--- src/rtl/core/ptt_pkg.sv ---
`timescale 1ns / 1ps
package ptt_pkg;

  // result format
  localparam int WEIGHT_BITS = 20;
  localparam int TOL_BITS    = 16;
  // quotient bits kept by the divider: two above the weight width
  localparam int QUOT_BITS   = WEIGHT_BITS + 2;

  localparam int NUM_VTX = 4;
  localparam int NUM_DET = NUM_VTX + 1;

  // decoupling queue
  localparam int QUEUE_DEPTH = 4;
  localparam int QPTR_W      = $clog2(QUEUE_DEPTH);

  // register map
  localparam int CFG_IDX_BITS = 3;
  localparam logic [CFG_IDX_BITS-1:0] REG_VTX_A = 3'd0;
  localparam logic [CFG_IDX_BITS-1:0] REG_VTX_B = 3'd1;
  localparam logic [CFG_IDX_BITS-1:0] REG_VTX_C = 3'd2;
  localparam logic [CFG_IDX_BITS-1:0] REG_VTX_D = 3'd3;
  localparam logic [CFG_IDX_BITS-1:0] REG_TOL   = 3'd4;

  localparam logic [TOL_BITS-1:0] TOL_RESET = 16'd1;

  typedef logic signed [WEIGHT_BITS-1:0] ptt_weight_t;

  typedef struct packed {
    logic full;
    logic empty;
  } ptt_q_status_t;

endpackage

--- src/rtl/core/ptt_queue.sv ---
`timescale 1ns / 1ps
module ptt_queue import ptt_pkg::*; #(
  parameter int W = 320
) (
  input  logic          clk,
  input  logic          rst_n,
  input  logic          push,
  input  logic [W-1:0]  push_data,
  input  logic          pop,
  output logic [W-1:0]  pop_data,
  output ptt_q_status_t status
);

  logic [W-1:0]      mem [QUEUE_DEPTH];
  logic [QPTR_W-1:0] wr_r, rd_r;
  logic [QPTR_W:0]   cnt_r, cnt_nxt;

  always_comb begin
    cnt_nxt = cnt_r;
    if (push && !pop) begin
      cnt_nxt = cnt_r + 1'b1;
    end else if (pop && !push) begin
      cnt_nxt = cnt_r - 1'b1;
    end
  end

  always_ff @(posedge clk) begin
    if (push) begin
      mem[wr_r] <= push_data;
    end
  end

  always_ff @(posedge clk) begin
    if (!rst_n) begin
      wr_r  <= '0;
      rd_r  <= '0;
      cnt_r <= '0;
    end else begin
      if (push) begin
        wr_r <= wr_r + 1'b1;
      end
      if (pop) begin
        rd_r <= rd_r + 1'b1;
      end
      cnt_r <= cnt_nxt;
    end
  end

  assign pop_data     = mem[rd_r];
  assign status.full  = (cnt_r == (QPTR_W+1)'(QUEUE_DEPTH));
  assign status.empty = (cnt_r == '0);

endmodule

--- config.mk ---
export PLATFORM = sky130hd
export DESIGN_NAME = ptt_queue
export DESIGN_NICKNAME = d
export VERILOG_FILES = /design/src/rtl/core/ptt_pkg.sv /design/src/rtl/core/ptt_queue.sv
export SDC_FILE = /design/constraint.sdc
export NUM_CORES = 1
export LEC_CHECK = 0
export BUFFER_PORTS_ARGS = -buffer_cell sky130_fd_sc_hd__buf_2
export CAP_MARGIN = 20
export CORE_MARGIN = 1
export CORE_UTILIZATION = 51
export DETAILED_ROUTE_END_ITERATION = 7
export PLACE_DENSITY_LB_ADDON = 0.2
export SLEW_MARGIN = 20
export SYNTH_ARGS = -nofsm -noshare
export SYNTH_HDL_FRONTEND = slang
export SYNTH_SLANG_ARGS = --single-unit
--- constraint.sdc ---
create_clock -name clk -period 10.65 [get_ports clk]
set_input_delay 2.13 -clock clk [delete_from_list [all_inputs] [get_ports clk]]
set_output_delay 2.13 -clock clk [all_outputs]
set_load 0.01 [all_outputs]
==> results of run 1 <==
## how the worst min path moves through the flow
stage / start / to / slack [ns] / cells past startpoint
2_1_floorplan: cnt_r[2] / cnt_r[2] / 0.47 / 2
3_3_place_gp: cnt_r[2] / cnt_r[2] / 0.48 / 2
3_5_place_dp: cnt_r[2] / cnt_r[2] / 0.53 / 2
4_1_cts: cnt_r[2] / cnt_r[2] / 0.54 / 2
5_1_grt: cnt_r[2] / cnt_r[2] / 0.61 / 2
6_report: cnt_r[2] / cnt_r[2] / 0.54 / 2
## worst max-delay path: stages, from the launching register on
cell,delay [ns]
dfxtp_4,0.83
buf_12,0.38
buf_16,0.49
mux4_2,0.62
buf_2,0.17
## power groups by stage
stage	combinational (mW)	clock [mW]	sequential [mW]
final	1.05	4.41	5.90
after global routing	1.13	4.69	5.92
after CTS	1.08	4.52	5.90
after detailed placement	1.07	0	6.01
after global placement	1.06	0	5.99
after floorplan	0.659	0	6.05
## layout by cell type, fill, tap and decap left out, types with 2 or more instances in the layout
cell | Yosys | final
buf_6 | 1 | 2
dfxtp_1 | 9 | 7
diode_2 | 0 | 20
xnor2_1 | 2 | 2
and2_4 | 0 | 4
mux4_2 | 320 | 320
buf_12 | 33 | 8
xor2_1 | 3 | 3
clkbuf_16 | 0 | 139
buf_4 | 2 | 8
mux2i_1 | 2 | 2
inv_1 | 4 | 4
clkinv_1 | 0 | 31
and2_1 | 9 | 5
clkbuf_1 | 5 | 34
clkinv_2 | 0 | 14
bufinv_16 | 0 | 8
ha_1 | 5 | 5
edfxtp_1 | 1280 | 1280
inv_6 | 0 | 5
clkinvlp_4 | 0 | 3
buf_2 | 31 | 645
dfxtp_4 | 0 | 2
nor2b_1 | 2 | 2
clkinv_8 | 0 | 4
## cells by family after synthesis
logic type | count (synthesis) | synth area share
AO/OA/AOI/OAI | 2 | 0.000266
adder cells (fa/ha/maj) | 6 | 0.00176
XOR/XNOR | 5 | 0.000933
multiplexers | 322 | 0.154
flip-flops | 1289 | 0.823
buffers and inverters | 76 | 0.0187
AND/OR/NAND/NOR | 15 | 0.00195
## metrics by stage
stage          utilization  instances
4_1_cts              0.610       3721
3_3_place_gp         0.564       3482
2_1_floorplan            -       1715
6_report             0.611       3742
3_5_place_dp         0.564       3482
5_1_grt              0.610       3735
## layout make-up
| type | count | area, um^2 |
|---|---|---|
| Timing Repair Buffer | 664 | 3500 |
| Multi-Input combinational cell | 350 | 7470 |
| Clock inverter | 66 | 567 |
| Sequential cell | 1289 | 38600 |
| Clock buffer | 173 | 3610 |
| Inverter | 4 | 15.0 |
| Tap cell | 1176 | 1470 |
| Antenna cell | 20 | 50.0 |
| Fill cell | 6355 | 35300 |
## sequential cells by signal, indices dropped and copies added, names as in the netlist, named ones only
register	count
mem	1280
cnt_r	3
rd_r	2
wr_r	2
## Yosys cell counts, drive strengths merged
cell type,number
inv,4
mux2i,2
xor2,3
edfxtp,1280
clkbuf,5
ha,5
nor2b,2
nand2,1
or3,1
nor3,1
dfxtp,9
a21boi,1
buf,67
nor3b,1
mux4,320
and2,9
xnor2,2
fa,1
o21ai,1
## routing by layer
layer  routed length (um)  share of wire  track usage
met1                35200           0.37        0.246
met2                49900           0.52        0.350
met3                 7520          0.078       0.0657
met4                 3010          0.031       0.0843
met5                  184         0.0019            0
==> flow_summary.toml, run 1 <==
[timing]
period_needed_ns = 5.47
fin_ws_ns = 5.18
tightest_slew_ns = 1.28
setup_tns_ns = 0
setup_viol = 0
hold_viol = 0
period_share = 0.513
fmax_mhz = 183
rsz0062_at_grt = "false"
finalHoldWorstSlack_ns = 0.542
skew_ns = 0.0229
max_slew_margin = 0.144
finalMaxSlewViolations = 0

[drt]
drt-total-wl_mm = 95.8
drtAntennaViolNets = 0
drt-initial-drc-count = 1607
vias = 20800
drt-vias-per-instance = 5.56
wl_per_cell_um = 25.6
dr.pass1.iters = 5
drc = 0

[critical_path]
arrival_ns = 3.34
reg2reg_slack_ns = 7.99
worstSetupEndpoint = "pop_data[137]"
path_max_fanout = 78
worstSetupPathType = "reg2out"
worst-r2r-cell-count = 4
crit_required_ns = 8.52
rr_startpoint = "wr_r[0]"
timing.rr.end = "mem[0][119]"
start_kind = "register"
end_kind = "output port"

[cts]
cts_tree = "built"
cts.clk_slew.worst_paths_ns = 0.06
cts-root-buf = "clkbuf_16"
clkSinkCount = 1289
post_cts_buffers = 0
clkLatencyLatePin_ns = 0.73
cts_hold_repair.buffers = 0
cts_buffers = 133
htreeDepth = 4
post_cts_resize_count = 0
ctsLongestPathBuffers = 3

[power]
p_clk_frac = 0.388
p_sw_frac = 0.219
pwr-share-seq = 0.519
p_sw_mw = 2.48
power_leakage_nw = 18.4
irDropWorstVdd_v = 0.000200
power_density_mw_per_mm2 = 206
total_power_mw = 11.4
p_comb_frac = 0.093
internal-power_mw = 8.88

[grt]
first_global_vias = 22100
track_usage = 0.207
grt_max_degree = 152
gr-total-overflow = 0
antenna_found_initial = 41
grt_pass1_wl_mm = 141

[logic_synthesis]
yosysTopAreaCellShare = 0.819
synthesis.nets = 2045
syn_avg_cell_area_um2 = 27.4
synth_seq_area_share = 0.823
yosysTopAreaCell = "edfxtp_1"
ys_ff_latch = 1289
netlist_area_mm2 = 0.0470
netlist_instances = 1715
ys_warn_count = 0
synth.area.top_cells = "edfxtp_1 82%, mux4_2 15%, buf_12 1.4%"
synth_cell_types = 22

[layout]
finalInstanceArea_mm2 = 0.0553
syn_to_final_growth_pct = 17.8
final_layout_size_suffix_gt1_frac = 0.457
nNetsFinal = 2772

[floorplanning]
dieArea_mm2 = 0.0933
top_level_ports = 646
initial_core_util = 0.518
die_x_um = 305
rows = 110
core_area_mm2 = 0.0906
die_h_um = 305

[placement]
gp_congestion = 0.767
portBuffers = 645
pre_cts_ws_ns = 5.80
place_area_mm2 = 0.0510
dp_hpwl_mm = 58.0

[flow_run]
maxCapViolCount = 0

[min_path]
hold_class = "reg2reg"

[status]
outcome = "finished, final reports clean"
(Power assumes the default switching activity.)
==> run 2: changes to the inputs <==
--- a/config.mk
+++ b/config.mk
@@ -5,10 +5,11 @@
 export SDC_FILE = /design/constraint.sdc
 export NUM_CORES = 1
 export LEC_CHECK = 0
+export ABC_AREA = 1
 export BUFFER_PORTS_ARGS = -buffer_cell sky130_fd_sc_hd__buf_2
 export CAP_MARGIN = 20
 export CORE_MARGIN = 1
-export CORE_UTILIZATION = 51
+export CORE_UTILIZATION = 57
 export DETAILED_ROUTE_END_ITERATION = 7
 export PLACE_DENSITY_LB_ADDON = 0.2
 export SLEW_MARGIN = 20
==> constraint.sdc (replaced) <==
create_clock -name clk -period 5.1 [get_ports clk]
set_input_delay 1.02 -clock clk [delete_from_list [all_inputs] [get_ports clk]]
set_output_delay 1.02 -clock clk [all_outputs]
set_load 0.01 [all_outputs]
==> run 2 against run 1 <==
Clock skew fell by 0.0080 ns. Sequential power is 110% higher. Die area shrank 9.0%. First-iteration DRC count rose by 32%. Via count up 39%. Clock power is 110% higher. Non-clock buffer count up 35. Area after synthesis grew 1.6%. Global-route usage rose by 4.9 points.
==> flow_summary.toml, run 2 <==
[cts]
cts_hold_repair.buffers = 0
cts-root-buf = "clkbuf_16"
post_cts_buffers = 0
cts.clk_slew.worst_paths_ns = 0.06
clkSinkCount = 1289
clkLatencyLatePin_ns = 0.71
cts_tree = "built"
cts_buffers = 131
htreeDepth = 4
ctsLongestPathBuffers = 3
post_cts_resize_count = 0

[timing]
rsz0062_at_grt = "false"
finalMaxSlewViolations = 0
fmax_mhz = 245
skew_ns = 0.0149
finalHoldWorstSlack_ns = 0.469
period_needed_ns = 4.08
max_slew_margin = 0.318
period_share = 0.800
hold_viol = 0
setup_viol = 0
tightest_slew_ns = 1.02

[critical_path]
max_stage_delay_ns = 0.68
start_kind = "register"
path_buf_inv = 3
path_max_fanout = 74
end_kind = "output port"
path_cells = "buf_4 > buf_4 > o21ai_0 > o22ai_1 > buf_2"
crit_required_ns = 4.08
crit_family = "buffers and inverters"
worst_path_max_delay_cell = "buf_4"
worst_path_most_repeated_cell = "buf_4"
worstSetupPathType = "reg2out"
arrival_ns = 3.06

[logic_synthesis]
syn_avg_cell_area_um2 = 15.1
synth.most_common_cell = "edfxtp_1"
netlist_instances = 3152
synth_edf_count = 1280
netlist_area_mm2 = 0.0477
synth_cell_types = 20
synthesis.nets = 3482
synth.area.top_cells = "edfxtp_1 81%, nor2_1 5.1%, o22ai_1 4.2%"
yosysTopAreaCell = "edfxtp_1"
synth_ff_type = "edfxtp_1"
ys_ff_latch = 1289
yosysTopAreaCellShare = 0.805
synth_seq_area_share = 0.809
synth-async-reset-ratio = 0
ys_warn_count = 0
yosys-top-cells-count = "1,280 x edfxtp_1, 645 x nor2_1, 366 x o21ai_0, 320 x o22ai_1, 280 x o21ai_1"

[drt]
drtAntennaViolNets = 0
drt-total-wl_mm = 110
drc = 0
dr.pass1.iters = 5
drt-vias-per-instance = 5.82
wl_per_cell_um = 22.1
vias = 29000
drt-initial-drc-count = 2115

[placement]
portBuffers = 645
place_area_mm2 = 0.0519
dp_hpwl_mm = 64.5
gp_congestion = 0.835
placed_cells = 4709

[layout]
final_common_cell = "edfxtp_1"
finalInstanceArea_mm2 = 0.0562
syn_to_final_growth_pct = 17.7
stdcell_count = 4974
nNetsFinal = 4102
final_layout_size_suffix_gt1_frac = 0.230
post-route-util = 0.681
n_fill_cell = 5605
largest_reg_flops = 1280
mostFrequentLayoutCells = "1,280 x edfxtp_1, 645 x nor2_1, 645 x buf_2"
top_register = "mem"
top_regs = "mem x1280, cnt_r x3"
multi_input_area_mm2 = 0.00788
register_area_mm2 = 0.0386

[floorplanning]
core_area_mm2 = 0.0825
die_x_um = 291
rows = 105
initial_core_util = 0.578
dieArea_mm2 = 0.0849
die_h_um = 291
top_level_ports = 646

[grt]
grt_pass1_wl_mm = 164
grt_max_degree = 204
track_usage = 0.256
gr-total-overflow = 0
antenna_found_initial = 42
first_global_vias = 27600

[flow_run]
maxCapViolCount = 0

[min_path]
hold_class = "reg2reg"

[power]
p_sw_frac = 0.233
power_density_mw_per_mm2 = 420
p_clk_frac = 0.391
pwr-share-seq = 0.518
internal-power_mw = 18.1
p_comb_frac = 0.091
irDropWorstVdd_v = 0.000417
p_sw_mw = 5.49
power_leakage_nw = 19.4

[status]
outcome = "finished, final reports clean"
## run 2: path summary, 6_finish.rpt
check	start	endpoint	slack (ns)	cells after the start
worst min register to register	rd_r[1]	rd_r[1]	0.47	1
worst max-delay path	register	pop_data[222]	1.02	5
worst min-delay path	rd_r[1]	rd_r[1]	0.47	1
worst max register to register	wr_r[0]	mem[0][136]	2.60	6
## run 2: worst reg2reg max path, cell delays in order (launching register included)
cell and delay [ns]:
dfxtp_1 0.36, inv_1 0.09, ha_1 0.27, nand2_8 0.09
clkinvlp_4 0.62, buf_12 0.45, buf_12 0.28
## run 2: per-stage QoR
step	power, mW	setup TNS [ns]	worst slack, ns
6_report	23.6	0	1.02
3_5_place_dp	14.6	0	1.76
3_3_place_gp	14.6	0	1.85
5_1_grt	24.3	0	0.849
4_1_cts	23.8	0	0.984
2_1_floorplan	13.7	-1457.43	-1.14
## run 2: final cells by class
class | count | area share
multi-input combinational | 1634 | 0.140
clock buffer | 153 | 0.0610
timing repair buffer | 699 | 0.0703
clock inverter | 81 | 0.0136
antenna | 31 | 0.00138
tap | 1070 | 0.0238
inverter | 17 | 0.00200
sequential | 1289 | 0.688
## run 2: power groups by stage
stage	Sequential [mW]	Combinational, mW	Clock [mW]
global route	12.2	2.33	9.76
global placement	12.4	2.13	0
finish	12.2	2.16	9.23
CTS	12.2	2.17	9.37
detailed placement	12.4	2.16	0
floorplan	12.5	1.17	0
## run 2: per-layer routing
layer  routed length (um)  vias up  global-route usage
met5                  264        -                   0
met4                 4710       36               0.121
met3                 8930      273              0.0695
met2                54700     1084               0.420
met1                41400    14300               0.316
li1                     -    13300                   -
## run 2: cells by family (layout without fill, tap and decap cells)
kind of cell               Yosys count  after routing  share of synthesized area
AOI/OAI and AO/OA                  970            970                      0.110
adders and majority gates            6              6                    0.00173
buffers and inverters              229            950                     0.0271
DFF                               1289           1289                      0.809
other                                0             31                          0
and+or+nand+nor                    658            658                     0.0519
==> run 3: changes to the inputs <==
--- a/config.mk
+++ b/config.mk
@@ -9,7 +9,7 @@
 export BUFFER_PORTS_ARGS = -buffer_cell sky130_fd_sc_hd__buf_2
 export CAP_MARGIN = 20
 export CORE_MARGIN = 1
-export CORE_UTILIZATION = 57
+export CORE_UTILIZATION = 52
 export DETAILED_ROUTE_END_ITERATION = 7
 export PLACE_DENSITY_LB_ADDON = 0.2
 export SLEW_MARGIN = 20
==> constraint.sdc (replaced) <==
create_clock -name clk -period 3.48 [get_ports clk]
set_input_delay 0.696 -clock clk [delete_from_list [all_inputs] [get_ports clk]]
set_output_delay 0.696 -clock clk [all_outputs]
set_load 0.01 [all_outputs]
==> run 3 against run 2 <==
Largest cell class unchanged. Sequential cell count stayed put. Clock power grew 46%. Register-to-register slack worse by 1.3 ns.
==> flow_summary.toml, run 3 (same netlist as run 2, synthesis figures left out) <==
[power]
power_density_mw_per_mm2 = 613
power_leakage_nw = 19.6
irDropWorstVdd_v = 0.000703
total_power_mw = 34.7

[timing]
setup_viol = 0
finalMaxSlewViolations = 0
period_needed_ns = 3.33
fmax_mhz = 300
skew_ns = 0.0166
finalHoldWorstSlack_ns = 0.167
tightest_slew_ns = 0.845
hold_viol = 0
rsz0062_at_grt = "false"
setup_tns_ns = 0
period_share = 0.956
fin_ws_ns = 0.152
max_slew_margin = 0.437

[drt]
vias = 28900
drc = 0
drtAntennaViolNets = 0
drt-vias-per-instance = 5.66
dr.pass1.iters = 7
drt-initial-drc-count = 2288
drt-total-wl_mm = 113
wl_per_cell_um = 22.2

[layout]
top_regs = "mem x1280, cnt_r x3"
stdcell_count = 5106
nNetsFinal = 4132
top_register = "mem"
finalInstanceArea_mm2 = 0.0566
final_common_cell = "edfxtp_1"
post-route-util = 0.626
multi_input_area_mm2 = 0.00788
final_layout_size_suffix_gt1_frac = 0.239
n_fill_cell = 6631
mostFrequentLayoutCells = "1,280 x edfxtp_1, 645 x nor2_1, 645 x buf_2"
syn_to_final_growth_pct = 18.5
register_area_mm2 = 0.0386
largest_reg_flops = 1280

[min_path]
hold_class = "in2reg"

[grt]
track_usage = 0.240
antenna_found_initial = 34
grt_pass1_wl_mm = 169
first_global_vias = 27700
gr-total-overflow = 0
grt_max_degree = 165

[placement]
portBuffers = 645
gp_congestion = 0.809
placed_cells = 4843
pre_cts_ws_ns = 0.777
place_area_mm2 = 0.0523
dp_hpwl_mm = 67.6

[critical_path]
worst_path_max_delay_cell = "buf_4"
end_kind = "output port"
max_stage_delay_ns = 0.64
path_max_fanout = 71
worstSetupPathType = "reg2out"
crit_required_ns = 2.78
start_kind = "register"
arrival_ns = 2.63
path_cells = "buf_4 > o21ai_0 > o22ai_1 > buf_2"

[cts]
cts_tree = "built"
clkLatencyLatePin_ns = 0.74
cts-root-buf = "clkbuf_16"
ctsLongestPathBuffers = 3
clkSinkCount = 1289
cts.clk_slew.worst_paths_ns = 0.06
htreeDepth = 4
cts_hold_repair.buffers = 0
cts_buffers = 132

[floorplanning]
dieArea_mm2 = 0.0930
core_area_mm2 = 0.0904
top_level_ports = 646
initial_core_util = 0.528
rows = 110
die_x_um = 305
die_h_um = 305

[status]
outcome = "finished, final reports clean"

[flow_run]
maxCapViolCount = 0
[run 3: power breakdown]
part	switching, mW	internal, mW	total [mW]
logic	2.17	1.02	3.20
clock network	5.66	7.88	13.5
registers	0.146	17.8	17.9
total	7.98	26.7	34.7
[run 3: layout make-up]
class                   instances  area share
well taps                    1176      0.0260
multi-input cells            1634       0.139
repair buffers                728      0.0749
diodes                         35     0.00155
clock buffers                 153      0.0620
clock inverters                74      0.0113
flip-flops and latches       1289       0.683
inverters                      17     0.00199
[run 3: per-layer routing]
metal	GRT usage	share of wire	vias to the layer above
met5	0	0.0012	-
met4	0.0931	0.031	18
met3	0.0616	0.073	213
met2	0.398	0.50	952
met1	0.303	0.39	14400
li1	-	-	13400
[run 3: worst max-delay path, delay by kind of cell (launching register included)]
| kind | cells | cell delay [ns] |
|---|---|---|
| flip-flops | 1 | 0.51 |
| AO/OA/AOI/OAI | 2 | 0.53 |
| buffers and inverters | 2 | 0.83 |
[run 3: timing repair]
action / in CTS / in global routing
endpoints found under the setup margin: 0 / 1
buffers inserted: 0 / 0
gates resized for setup: 0 / 1
[run 3: path summary, 6_finish.rpt]
| kind | startpoint | to | slack [ns] | cells past startpoint |
|---|---|---|---|---|
| min reg2reg | rd_r[1] | register | 0.44 | 1 |
| max reg2reg | wr_r[1] | mem[1][229] | 1.31 | 5 |
| max | register | pop_data[303] | 0.15 | 4 |
| min | push_data[98] | mem[0][98] | 0.17 | 1 |
